==> config.mk <==
export PLATFORM = sky130hd
export DESIGN_NAME = row_centroid_of_marked_pixels_core
export DESIGN_NICKNAME = d
export VERILOG_FILES = /design/src/rtl/core/rcent_pkg.sv /design/src/rtl/core/rcent_front.sv /design/src/rtl/core/rcent_fifo.sv /design/src/rtl/core/rcent_div.sv /design/src/rtl/core/row_centroid_of_marked_pixels_core.sv
export SDC_FILE = /design/constraint.sdc
export NUM_CORES = 1
export LEC_CHECK = 0
export ABC_CLOCK_PERIOD_IN_PS = 6000
export BUFFER_PORTS_ARGS = -buffer_cell sky130_fd_sc_hd__clkbuf_2
export CAP_MARGIN = 20
export CORE_ASPECT_RATIO = 1.75
export CORE_MARGIN = 2
export CORE_UTILIZATION = 25
export DETAILED_ROUTE_END_ITERATION = 8
export HOLD_SLACK_MARGIN = 0.08
export PLACE_DENSITY = 0.36
export SYNTH_ARGS = -nofsm -noshare
export SYNTH_HDL_FRONTEND = slang
export SYNTH_SLANG_ARGS = --single-unit
==> constraint.sdc <==
create_clock -name clk -period 6 [get_ports clk]
set_input_delay 0.6 -clock clk [delete_from_list [all_inputs] [get_ports clk]]
set_output_delay 0.6 -clock clk [all_outputs]
set_load 0.02 [all_outputs]
==> src/rtl/core/rcent_pkg.sv <==
// ----------------------------------------------------------------------------
// rcent_pkg
// Shared constants for the row centroid core: field widths, the mark value,
// the size reset value, the configuration register indexes and the divider states.
// ----------------------------------------------------------------------------
package rcent_pkg;

  localparam int PIXEL_W     = 8;
  localparam int CFG_W       = 11;
  localparam int CFG_IDX_W   = 4;
  localparam int CENTER_W    = 10;
  localparam int ROW_IDX_W   = 10;

  localparam logic [PIXEL_W-1:0]   MARK_VALUE       = 8'd255;
  localparam logic [CFG_W-1:0]     SIZE_RESET       = 11'd1024;

  localparam logic [CFG_IDX_W-1:0] REG_IMAGE_WIDTH  = 4'd0;
  localparam logic [CFG_IDX_W-1:0] REG_IMAGE_HEIGHT = 4'd1;

  typedef enum logic [2:0] {
    DIV_IDLE = 3'b001,
    DIV_RUN  = 3'b010,
    DIV_EMIT = 3'b100
  } div_state_t;

endpackage

==> src/rtl/core/rcent_front.sv <==
// ----------------------------------------------------------------------------
// rcent_front
// Pixel front end: holds the size registers, tracks column and row, and
// accumulates marked columns. At each row end with marks it pushes a job.
// ----------------------------------------------------------------------------
module rcent_front
  import rcent_pkg::*;
#(
  parameter int MAX_WIDTH  = 1024,
  parameter int MAX_HEIGHT = 1024,
  parameter int COL_W      = 10,
  parameter int CNT_W      = 11,
  parameter int SUM_W      = 20,
  parameter int ROW_W      = 10
) (
  input  logic                 clk,
  input  logic                 rst,
  input  logic                 cfg_valid,
  input  logic [CFG_IDX_W-1:0] cfg_index,
  input  logic [CFG_W-1:0]     cfg_data,
  input  logic                 in_valid,
  output logic                 in_ready,
  input  logic [PIXEL_W-1:0]   pixel,
  output logic                 job_valid,
  input  logic                 job_ready,
  output logic [SUM_W-1:0]     job_sum,
  output logic [CNT_W-1:0]     job_count,
  output logic [ROW_W-1:0]     job_row
);

  localparam int WCAP_W = $clog2(MAX_WIDTH + 1);
  localparam int HCAP_W = $clog2(MAX_HEIGHT + 1);
  localparam int WSZ_W  = (CFG_W > WCAP_W) ? CFG_W : WCAP_W;
  localparam int HSZ_W  = (CFG_W > HCAP_W) ? CFG_W : HCAP_W;
  localparam logic [WSZ_W-1:0] W_MAX = WSZ_W'(MAX_WIDTH);
  localparam logic [HSZ_W-1:0] H_MAX = HSZ_W'(MAX_HEIGHT);

  logic [CFG_W-1:0] image_width;
  logic [CFG_W-1:0] image_height;
  logic [COL_W-1:0] column_position;
  logic [ROW_W-1:0] row_position;
  logic [SUM_W-1:0] column_sum;
  logic [CNT_W-1:0] marked_count;

  logic [WSZ_W-1:0] w_cfg, w_eff;
  logic [HSZ_W-1:0] h_cfg, h_eff;
  logic             row_end, row_wrap, marked, fire;
  logic [SUM_W-1:0] column_sum_next;
  logic [CNT_W-1:0] marked_count_next;

  // a size of zero acts as one, oversize saturates
  always_comb begin
    w_cfg = WSZ_W'(image_width);
    h_cfg = HSZ_W'(image_height);
    if (w_cfg == '0) begin
      w_eff = WSZ_W'(1);
    end else if (w_cfg > W_MAX) begin
      w_eff = W_MAX;
    end else begin
      w_eff = w_cfg;
    end
    if (h_cfg == '0) begin
      h_eff = HSZ_W'(1);
    end else if (h_cfg > H_MAX) begin
      h_eff = H_MAX;
    end else begin
      h_eff = h_cfg;
    end
  end

  assign row_end  = WSZ_W'(column_position) >= (w_eff - WSZ_W'(1));
  assign row_wrap = HSZ_W'(row_position) >= (h_eff - HSZ_W'(1));
  assign marked   = (pixel == MARK_VALUE);

  assign column_sum_next   = marked ? column_sum + SUM_W'(column_position) : column_sum;
  assign marked_count_next = marked ? marked_count + CNT_W'(1) : marked_count;

  // only a row end needs room in the queue
  assign in_ready  = !row_end || job_ready;
  assign fire      = in_valid && in_ready;
  assign job_valid = in_valid && row_end && (marked_count_next != '0);
  assign job_sum   = column_sum_next;
  assign job_count = marked_count_next;
  assign job_row   = row_position;

  always_ff @(posedge clk) begin
    if (rst) begin
      image_width  <= SIZE_RESET;
      image_height <= SIZE_RESET;
    end else if (cfg_valid) begin
      case (cfg_index)
        REG_IMAGE_WIDTH:  image_width  <= cfg_data;
        REG_IMAGE_HEIGHT: image_height <= cfg_data;
        default: ;
      endcase
    end
  end

  always_ff @(posedge clk) begin
    if (rst) begin
      column_position <= '0;
      row_position    <= '0;
      column_sum      <= '0;
      marked_count    <= '0;
    end else if (fire) begin
      if (row_end) begin
        column_position <= '0;
        column_sum      <= '0;
        marked_count    <= '0;
        row_position    <= row_wrap ? '0 : row_position + ROW_W'(1);
      end else begin
        column_position <= column_position + COL_W'(1);
        column_sum      <= column_sum_next;
        marked_count    <= marked_count_next;
      end
    end
  end

endmodule

==> src/rtl/core/rcent_fifo.sv <==
// ----------------------------------------------------------------------------
// rcent_fifo
// Two-entry register queue between the front end and the divider.
// ----------------------------------------------------------------------------
module rcent_fifo #(
  parameter int WIDTH = 41
) (
  input  logic             clk,
  input  logic             rst,
  input  logic             wr_valid,
  output logic             wr_ready,
  input  logic [WIDTH-1:0] wr_data,
  output logic             rd_valid,
  input  logic             rd_ready,
  output logic [WIDTH-1:0] rd_data
);

  logic [WIDTH-1:0] entry [2];
  logic             wr_ptr, rd_ptr;
  logic [1:0]       fill;
  logic             push, pop;

  assign wr_ready = (fill != 2'd2);
  assign rd_valid = (fill != 2'd0);
  assign rd_data  = entry[rd_ptr];
  assign push     = wr_valid && wr_ready;
  assign pop      = rd_valid && rd_ready;

  always_ff @(posedge clk) begin
    if (push) begin
      entry[wr_ptr] <= wr_data;
    end
  end

  always_ff @(posedge clk) begin
    if (rst) begin
      wr_ptr <= 1'b0;
      rd_ptr <= 1'b0;
      fill   <= 2'd0;
    end else begin
      if (push) begin
        wr_ptr <= !wr_ptr;
      end
      if (pop) begin
        rd_ptr <= !rd_ptr;
      end
      case ({push, pop})
        2'b10:   fill <= fill + 2'd1;
        2'b01:   fill <= fill - 2'd1;
        default: fill <= fill;
      endcase
    end
  end

endmodule

==> src/rtl/core/rcent_div.sv <==
// ----------------------------------------------------------------------------
// rcent_div
// Back end: restoring divider, one quotient bit per cycle, followed by the
// result register that drives the output channel.
// ----------------------------------------------------------------------------
module rcent_div
  import rcent_pkg::*;
#(
  parameter int CNT_W = 11,
  parameter int SUM_W = 20,
  parameter int ROW_W = 10
) (
  input  logic                 clk,
  input  logic                 rst,
  input  logic                 job_valid,
  output logic                 job_ready,
  input  logic [SUM_W-1:0]     job_sum,
  input  logic [CNT_W-1:0]     job_count,
  input  logic [ROW_W-1:0]     job_row,
  output logic                 out_valid,
  input  logic                 out_ready,
  output logic [CENTER_W-1:0]  center_column,
  output logic [ROW_IDX_W-1:0] row_index
);

  localparam int ITER_W = $clog2(SUM_W);

  div_state_t        state, state_next;
  logic [SUM_W-1:0]  quot;
  logic [CNT_W-1:0]  rem;
  logic [CNT_W-1:0]  divisor;
  logic [ROW_W-1:0]  row;
  logic [ITER_W-1:0] iter;

  logic [CNT_W:0]    trial;
  logic              take;
  logic [CNT_W-1:0]  rem_next;
  logic              emit;

  assign job_ready = (state == DIV_IDLE);
  assign trial     = {rem, quot[SUM_W-1]};
  assign take      = trial >= {1'b0, divisor};
  assign rem_next  = take ? CNT_W'(trial - {1'b0, divisor}) : trial[CNT_W-1:0];
  assign emit      = (state == DIV_EMIT) && (!out_valid || out_ready);

  always_comb begin
    state_next = state;
    case (state)
      DIV_IDLE: if (job_valid) state_next = DIV_RUN;
      DIV_RUN:  if (iter == '0) state_next = DIV_EMIT;
      DIV_EMIT: if (emit) state_next = DIV_IDLE;
      default:  state_next = DIV_IDLE;
    endcase
  end

  always_ff @(posedge clk) begin
    if (rst) begin
      state <= DIV_IDLE;
    end else begin
      state <= state_next;
    end
  end

  always_ff @(posedge clk) begin
    case (state)
      DIV_IDLE: begin
        quot    <= job_sum;
        rem     <= '0;
        divisor <= job_count;
        row     <= job_row;
        iter    <= ITER_W'(SUM_W - 1);
      end
      DIV_RUN: begin
        quot <= {quot[SUM_W-2:0], take};
        rem  <= rem_next;
        iter <= iter - ITER_W'(1);
      end
      default: ;
    endcase
  end

  always_ff @(posedge clk) begin
    if (rst) begin
      out_valid <= 1'b0;
    end else if (emit) begin
      out_valid <= 1'b1;
    end else if (out_ready) begin
      out_valid <= 1'b0;
    end
  end

  always_ff @(posedge clk) begin
    if (emit) begin
      center_column <= CENTER_W'(quot);
      row_index     <= ROW_IDX_W'(row);
    end
  end

endmodule

==> src/rtl/core/row_centroid_of_marked_pixels_core.sv <==
// ----------------------------------------------------------------------------
// row_centroid_of_marked_pixels_core
// Per-row mean column of pixels equal to 255 in a raster-order mask.
// ----------------------------------------------------------------------------
//  channel | signals                              | direction
//  --------+--------------------------------------+----------
//  cfg     | cfg_valid/cfg_ready, cfg_index, data | in
//  pixel   | in_valid/in_ready, pixel             | in
//  result  | out_valid/out_ready, center, row     | out
//
//  Pixels are taken one per cycle; a row end waits only while the two-entry
//  job queue is full.
//  The divider works through each row with marks one quotient bit per cycle,
//  overlapped with the next row's pixels.
//  Synchronous reset; cfg_ready is always high.
//  A stalled result holds in the output register while the front keeps going.
// ----------------------------------------------------------------------------
module row_centroid_of_marked_pixels_core
  import rcent_pkg::*;
#(
  parameter int MAX_WIDTH  = 1024,
  parameter int MAX_HEIGHT = 1024
) (
  input  logic                 clk,
  input  logic                 rst,
  input  logic                 cfg_valid,
  output logic                 cfg_ready,
  input  logic [CFG_IDX_W-1:0] cfg_index,
  input  logic [CFG_W-1:0]     cfg_data,
  input  logic                 in_valid,
  output logic                 in_ready,
  input  logic [PIXEL_W-1:0]   pixel,
  output logic                 out_valid,
  input  logic                 out_ready,
  output logic [CENTER_W-1:0]  center_column,
  output logic [ROW_IDX_W-1:0] row_index
);

  localparam int COL_W = $clog2(MAX_WIDTH);
  localparam int CNT_W = $clog2(MAX_WIDTH + 1);
  localparam int SUM_W = 2 * COL_W;
  localparam int ROW_W = (MAX_HEIGHT > 1) ? $clog2(MAX_HEIGHT) : 1;
  localparam int JOB_W = SUM_W + CNT_W + ROW_W;

  logic             fj_valid, fj_ready;
  logic [SUM_W-1:0] fj_sum;
  logic [CNT_W-1:0] fj_count;
  logic [ROW_W-1:0] fj_row;

  logic             bj_valid, bj_ready;
  logic [JOB_W-1:0] bj_data;

  assign cfg_ready = 1'b1;

  rcent_front #(
    .MAX_WIDTH (MAX_WIDTH),
    .MAX_HEIGHT(MAX_HEIGHT),
    .COL_W     (COL_W),
    .CNT_W     (CNT_W),
    .SUM_W     (SUM_W),
    .ROW_W     (ROW_W)
  ) u_front (
    .clk      (clk),
    .rst      (rst),
    .cfg_valid(cfg_valid),
    .cfg_index(cfg_index),
    .cfg_data (cfg_data),
    .in_valid (in_valid),
    .in_ready (in_ready),
    .pixel    (pixel),
    .job_valid(fj_valid),
    .job_ready(fj_ready),
    .job_sum  (fj_sum),
    .job_count(fj_count),
    .job_row  (fj_row)
  );

  rcent_fifo #(
    .WIDTH(JOB_W)
  ) u_fifo (
    .clk     (clk),
    .rst     (rst),
    .wr_valid(fj_valid),
    .wr_ready(fj_ready),
    .wr_data ({fj_sum, fj_count, fj_row}),
    .rd_valid(bj_valid),
    .rd_ready(bj_ready),
    .rd_data (bj_data)
  );

  rcent_div #(
    .CNT_W(CNT_W),
    .SUM_W(SUM_W),
    .ROW_W(ROW_W)
  ) u_div (
    .clk          (clk),
    .rst          (rst),
    .job_valid    (bj_valid),
    .job_ready    (bj_ready),
    .job_sum      (bj_data[JOB_W-1 -: SUM_W]),
    .job_count    (bj_data[ROW_W +: CNT_W]),
    .job_row      (bj_data[ROW_W-1:0]),
    .out_valid    (out_valid),
    .out_ready    (out_ready),
    .center_column(center_column),
    .row_index    (row_index)
  );

endmodule

Word level (Yosys, flattened, before mapping)
Memories as Yosys holds them, arrays and structs flattened. A register that Yosys moved wholly into a read port is not among the register bits.
Index checks and enable logic that the tools add are counted.
{"block": "word_totals", "register_bits": 158, "ramBits": 82, "inputBits": 28, "elab_cells": 95, "mem_count": 1}
{"block": "op_classes", "add_sub_neg": 10, "order_cmp": 5, "n_eq_ne": 11, "muxes": 25, "reduce_logical": 25}
{"memory": "u_fifo.entry", "words": 2, "width": 41, "rd": 1, "rd_ports_with_merged_regs": 1, "wr": 1, "line_no": "rcent_fifo.sv:18", "source": "logic [WIDTH-1:0] entry [2];"}
{"operator": "11-bit two-way mux", "count": 7}
{"operator": "20-bit two-way mux", "count": 2}
{"operator": "20-bit one-hot mux with 2 select lines", "count": 1}
{"operator": "10-bit by 11-bit greater-or-equal comparator with 1-bit output", "count": 2}
{"operator": "11-bit greater-than comparator, second input constant", "count": 2}
{"operator": "11-bit logical NOT", "count": 2}
{"operator": "11-bit one-hot mux with 2 select lines", "count": 1}
{"operator": "11-bit by 1-bit subtractor with 11-bit output, second input constant", "count": 2}
{"operator": "10-bit by 1-bit adder with 10-bit output, second input constant", "count": 2}
{"operator": "20-bit by 10-bit adder with 20-bit output", "count": 1}
{"operator": "10-bit two-way mux", "count": 2}
{"operator": "12-bit by 11-bit greater-or-equal comparator with 1-bit output", "count": 1}
{"operator": "11-bit by 1-bit adder with 11-bit output, second input constant", "count": 1}
{"operator": "11-bit nonzero test", "count": 1}
{"operator": "11-bit subtractor", "count": 1}
{"operator": "5-bit one-hot mux with 2 select lines", "count": 1}
{"operator": "3-bit two-way mux", "count": 3}
{"operator": "3-bit one-hot mux with 3 select lines", "count": 1}
{"operator": "8-bit == test, second input constant", "count": 1}
{"operator": "2-bit nonzero test", "count": 4}
{"operator": "1-bit logical AND", "count": 6}
{"operator": "1-bit two-way mux", "count": 6}
{"operator": "2-bit by 1-bit != test with 1-bit output, second input constant", "count": 3}
{"operator": "2-bit AND reduction", "count": 3}
{"operator": "16 further kinds", "count": 20}

Depth between registers and ports, before layout
{"block": "depth", "depth_word": 10, "mapped_depth": 18, "mapped_depth_nobuf": 18}

Modules after synthesis
From an unflattened synthesis, not the netlist that was laid out.
{"block": "hier_totals", "hier_cells": 1040, "area_unflattened_um2": 11691.2}
{"module": "rcent_front", "instances": 1, "cells_each": 601, "area_per_inst_um2": 4923.5, "seq_area_each_um2": 1461.4}
{"module": "rcent_div", "instances": 1, "cells_each": 285, "area_per_inst_um2": 3585.9, "seq_area_each_um2": 2392.3}
{"module": "rcent_fifo", "instances": 1, "cells_each": 152, "area_per_inst_um2": 3170.5, "seq_area_each_um2": 2562.5}
{"module": "row_centroid_of_marked_pixels_core", "instances": 1, "cells_each": 2, "area_per_inst_um2": 11.3, "seq_area_each_um2": 0.0}

Worst setup path after synthesis
OpenSTA, ideal clock, no wires.
{"block": "synth_timing", "kind": "reg-to-reg", "from": "reg u_front.image_width[3]", "to": "mem u_fifo.entry[0][0], enable pin", "setup_ps": 440, "arrival_ps": 5297, "required_time_ps": 5560, "path_slack_ps": 264, "path_stages_with_launch": 16, "period_less_slack_ps": 5736, "cell_sequence": "dfxtp_1 or3_1 or3_1 nor4_1 o21ai_0 ha_1 nand2b_1 o311ai_0 a21boi_0 ha_1 o21a_1 o21ai_0 a41o_2 a211oi_1 o41ai_2 nor2_1"}
{"block": "synth_via", "elab_chain_len": 10, "elab_cells_between_ends": 11, "cone_classes": "add/sub: 1; order compare: 2; mux: 4; reduce/logical: 4"}
{"element": "start: declaration", "line_no": "rcent_front.sv:38", "source": "logic [CFG_W-1:0] image_width;"}
{"element": "start signal: assignment", "line_no": "rcent_front.sv:92", "source": "REG_IMAGE_WIDTH: image_width <= cfg_data;"}
{"element": "11-bit greater-than comparator", "line_no": "rcent_front.sv:57", "source": "end else if (w_cfg > W_MAX) begin"}
{"element": "11-bit two-way mux", "line_no": "rcent_front.sv:57"}
{"element": "11-bit two-way mux (*)", "line_no": "rcent_front.sv:55", "source": "if (w_cfg == '0) begin"}
{"element": "11-bit by 1-bit subtractor with 11-bit output (*)", "line_no": "rcent_front.sv:71", "source": "assign row_end = WSZ_W'(column_position) >= (w_eff - WSZ_W'(1));"}
{"element": "10-bit by 11-bit greater-or-equal comparator with 1-bit output (*)", "line_no": "rcent_front.sv:71"}
{"element": "1-bit logical AND (*) (2 in series)", "line_no": "rcent_front.sv:81", "source": "assign job_valid = in_valid && row_end && (marked_count_next != '0);"}
{"element": "1-bit logical AND (*)", "line_no": "rcent_fifo.sv:26", "source": "assign push = wr_valid && wr_ready;"}
{"element": "1-bit two-way mux (*)", "line_no": "rcent_fifo.sv:30", "source": "if (push) begin"}
{"element": "1-bit two-way mux (not written as such) (*)", "line_no": "rcent_fifo.sv:31", "source": "entry[wr_ptr] <= wr_data;"}
{"element": "end: declaration", "line_no": "rcent_fifo.sv:18"}
Mark *: on every way between the ends. The rest lies on a longest branch, timed or not.

Worst setup path after layout
{"block": "layout_timing", "from": "reg u_front.image_width[3]", "to": "mem u_fifo.entry[0][35], enable pin"}
The elaborated chain is that of the path after synthesis.

==> reports/metrics.cfg <==
[sta]
setup-tns-final_ps = 0
fin_skew_ps = 10.6
rsz0062_at_grt = no
finalHoldViolations = 0
fmax_mhz = 187
finalCriticalPeriod_ps = 5360
worstMarginPinSlew_ps = 949
fin_crit_sh_pct = 89.3
whs_ps = 320
worst_slack_ps = 640
drv_slew = 0
setup_viol = 0
relSlewSlack_pct = 35.9

[layout]
antenna_cells = 0
nets = 1126
drive_above_1_share_pct = 13.4
area_delta_synth_final_pct = 15.7
fin_cells = 1642
fill_cells = 4665

[synthesis]
post_synth_num_cell_types = 65
synth_top_cell_area_share_pct = 41.8
ys.flop_type = edfxtp_1
synth_seq_area_share_pct = 56.1
avgSynthCellArea_um2 = 11.5
yosysTopAreaCell = edfxtp_1
synth_seq_cells = 241
synth_edf_count = 159
syn_inst = 996
async_reset_ff_share_pct = 0
synthesis.area_mm2 = 0.0114
ys_warn_count = 0
synth_area_leaders = edfxtp_1 (42%), dfxtp_1 (14%), ha_1 (5.4%), mux2i_1 (4.2%), nand2_1 (2.8%)
syn_nets = 1075

[cts]
cts_buffer_depth = 3
cts_setup_buffers = 0
clk_latency_ps = 530
clock-sinks = 241
clkSlewWorstSetupHoldPaths_ps = 70
postCtsHoldBufs = 0
root_buffer = clkbuf_16
numCtsBuffers = 25
htreeDepth = 1
cts_tree = built
cts_resized = 0

[global_routing]
antenna_found_initial = 0
grt_max_degree = 49
grt_pass1_vias = 7642
grt_overflow = 0
grt_pass1_wl_um = 42300
gr-usage-all-layers_pct = 11.1

[floorplan]
coreArea_mm2 = 0.0451
die_w_um = 166
start_util_pct = 25.3
io_pins = 51
die_area_mm2 = 0.0475
die_h_um = 287
row_count = 103

[power]
power_density_mw_per_mm2 = 262
p_leak_nw = 5.04
irDropWorstVdd_mv = 0.170

[worst_setup_path]
crit_fanout = 41
cp-start-kind = register
worstPathArrival_ps = 5520
cp_slowest_stage_delay_ps = 590
crit_type = register to register
crit_chain = or3_1 -> or3_1 -> nor4_1 -> o21ai_0 -> ha_1 -> nand2b_1 -> o311ai_0 -> a21boi_0 -> ha_1 -> o21a_1 -> o21ai_0 -> a41o_2 -> a211oi_1 -> o41ai_2 -> nor2_4 -> buf_4
required_ps = 6160
cp-end-kind = register
slowest_stage = a211oi_1

[route]
drt_iter0_drc = 328
avgViaCountPerCell = 4.55
drtAntennaViolNets = 0
routed_wl_um = 26500
avgRoutedWirePerCell_um = 16.1
drc = 0
num_vias = 7469
drt_pre_antenna_iters = 6

[flow_run]
maxCapViolCount = 0

[run_status]
status = complete, no violations

[hold_path]
min_path_type = primary input to register

[placement]
gp_congestion = 0.759
placed_cells = 1597
dpl.hpwl_um = 19200
place_ws_ps = 603
portBuffers = 49

-- synth_stat cells (all sizes together), types with 19 or more instances --
master  instances
a21o           19
a21oi          30
clkbuf         27
dfxtp          82
edfxtp        159
ha             49
inv            35
mux2           23
mux2i          48
nand2          84
nor2           83
nor3           25
o21ai          59
xnor2          32
xor2           26
-- power breakdown --
group,total [mW],switching (mW),internal (mW)
combinational,0.0690,0.0434,0.0256
sequential,1.76,0.00566,1.75
clock,1.63,0.670,0.963
total,3.46,0.719,2.74
-- critical path, delay by kind of cell, from the launching register on --
| family | cells | cell delay (ps) |
|---|---|---|
| AOI/OAI and AO/OA | 8 | 1960 |
| adders and majority gates | 2 | 500 |
| buffers and inverters | 1 | 490 |
| DFF | 1 | 350 |
| and+or+nand+nor | 5 | 1640 |
-- state kept, by name (all words and copies together) (netlist names), named ones only --
| register | count |
|---|---|
| u_div.state | 3 |
| u_div.center_column | 10 |
| u_div.divisor | 11 |
| u_fifo.rd_ptr | 1 |
| u_fifo.wr_ptr | 1 |
| u_front.column_position | 10 |
| u_front.image_width | 11 |
| u_front.job_row | 10 |
| u_div.row_index | 10 |
| u_fifo.fill | 2 |
| u_front.h_cfg | 11 |
| u_div.rem | 11 |
| u_div.row | 10 |
| u_front.column_sum | 20 |
| u_div.out_valid | 1 |
| u_fifo.entry | 82 |
| u_front.marked_count | 11 |
| u_div.iter | 5 |
| u_div.quot | 20 |
-- cell families after synthesis --
logic type      synth area share, %
simple gates                   12.6
flops                          56.1
compound gates                 11.9
buf+inv                        2.62
mux                            6.47
xor+xnor                       4.44
fa+ha+maj                      5.71
other cells                  0.0328
-- per-stage QoR --
stage / cell area [um2] / util, % / total power [mW]
floorplan: 11400 / - / 1.83
global placement: 12400 / 27.4 / 1.86
detailed placement: 12400 / 27.4 / 1.86
CTS: 13200 / 29.3 / 3.53
global route: 13200 / 29.3 / 3.58
finish: 13200 / 29.3 / 3.46
-- metal layers --
layer / vias to the layer above / GRT usage [%] / share of wire (%)
met5: - / 0 / 0
met1: 3555 / 12.8 / 42
met3: 35 / 1.54 / 2.9
met2: 98 / 20.9 / 53
li1: 3781 / - / -
met4: 0 / 3.54 / 2.1
-- placed cells by master (no fill, tap or decap), drive strengths merged, types with 5 or more instances in the layout --
cell type | netlist | routed
mux2i | 48 | 48
xnor2 | 32 | 32
a21oi | 30 | 30
clkbuf | 27 | 79
edfxtp | 159 | 159
o211ai | 5 | 5
dfxtp | 82 | 82
mux2 | 23 | 23
a21o | 19 | 19
o31ai | 10 | 10
and2 | 7 | 7
and4 | 6 | 6
nor3 | 25 | 25
clkinv | 0 | 5
nand2b | 9 | 9
nand4 | 12 | 12
xor2 | 26 | 26
a22o | 18 | 18
inv | 35 | 36
nor2b | 10 | 10
o22ai | 5 | 5
nand2 | 84 | 84
a32oi | 8 | 8
ha | 49 | 49
nor4 | 11 | 11
o21a | 9 | 9
and3 | 11 | 11
o21ai | 59 | 59
clkinvlp | 0 | 5
nand3 | 18 | 18
or3 | 11 | 11
a211oi | 16 | 16
buf | 12 | 14
nor2 | 83 | 83
-- path summary, 6_finish.rpt --
kind	depth (start not counted)	slack, ps	endpoint	startpoint
hold / removal	3	320	u_front.h_cfg[10]	cfg_data[10]
hold reg to reg	0	420	u_div.row_index[9]	u_div.row[9]
setup / recovery	16	640	u_fifo.entry[0][35]	u_front.image_width[3]
setup reg to reg	16	640	u_fifo.entry[0][35]	u_front.image_width[3]
-- cell type report --
cell class	count	area (um2)	area share [%]
clock buffers	30	664	5.03
clock inverters	15	186	1.41
flip-flops and latches	241	6420	48.5
well taps	577	722	5.46
repair buffers	63	358	2.71
inverters	35	131	0.994
multi-input cells	681	4740	35.9
(Power assumes the default switching activity.)
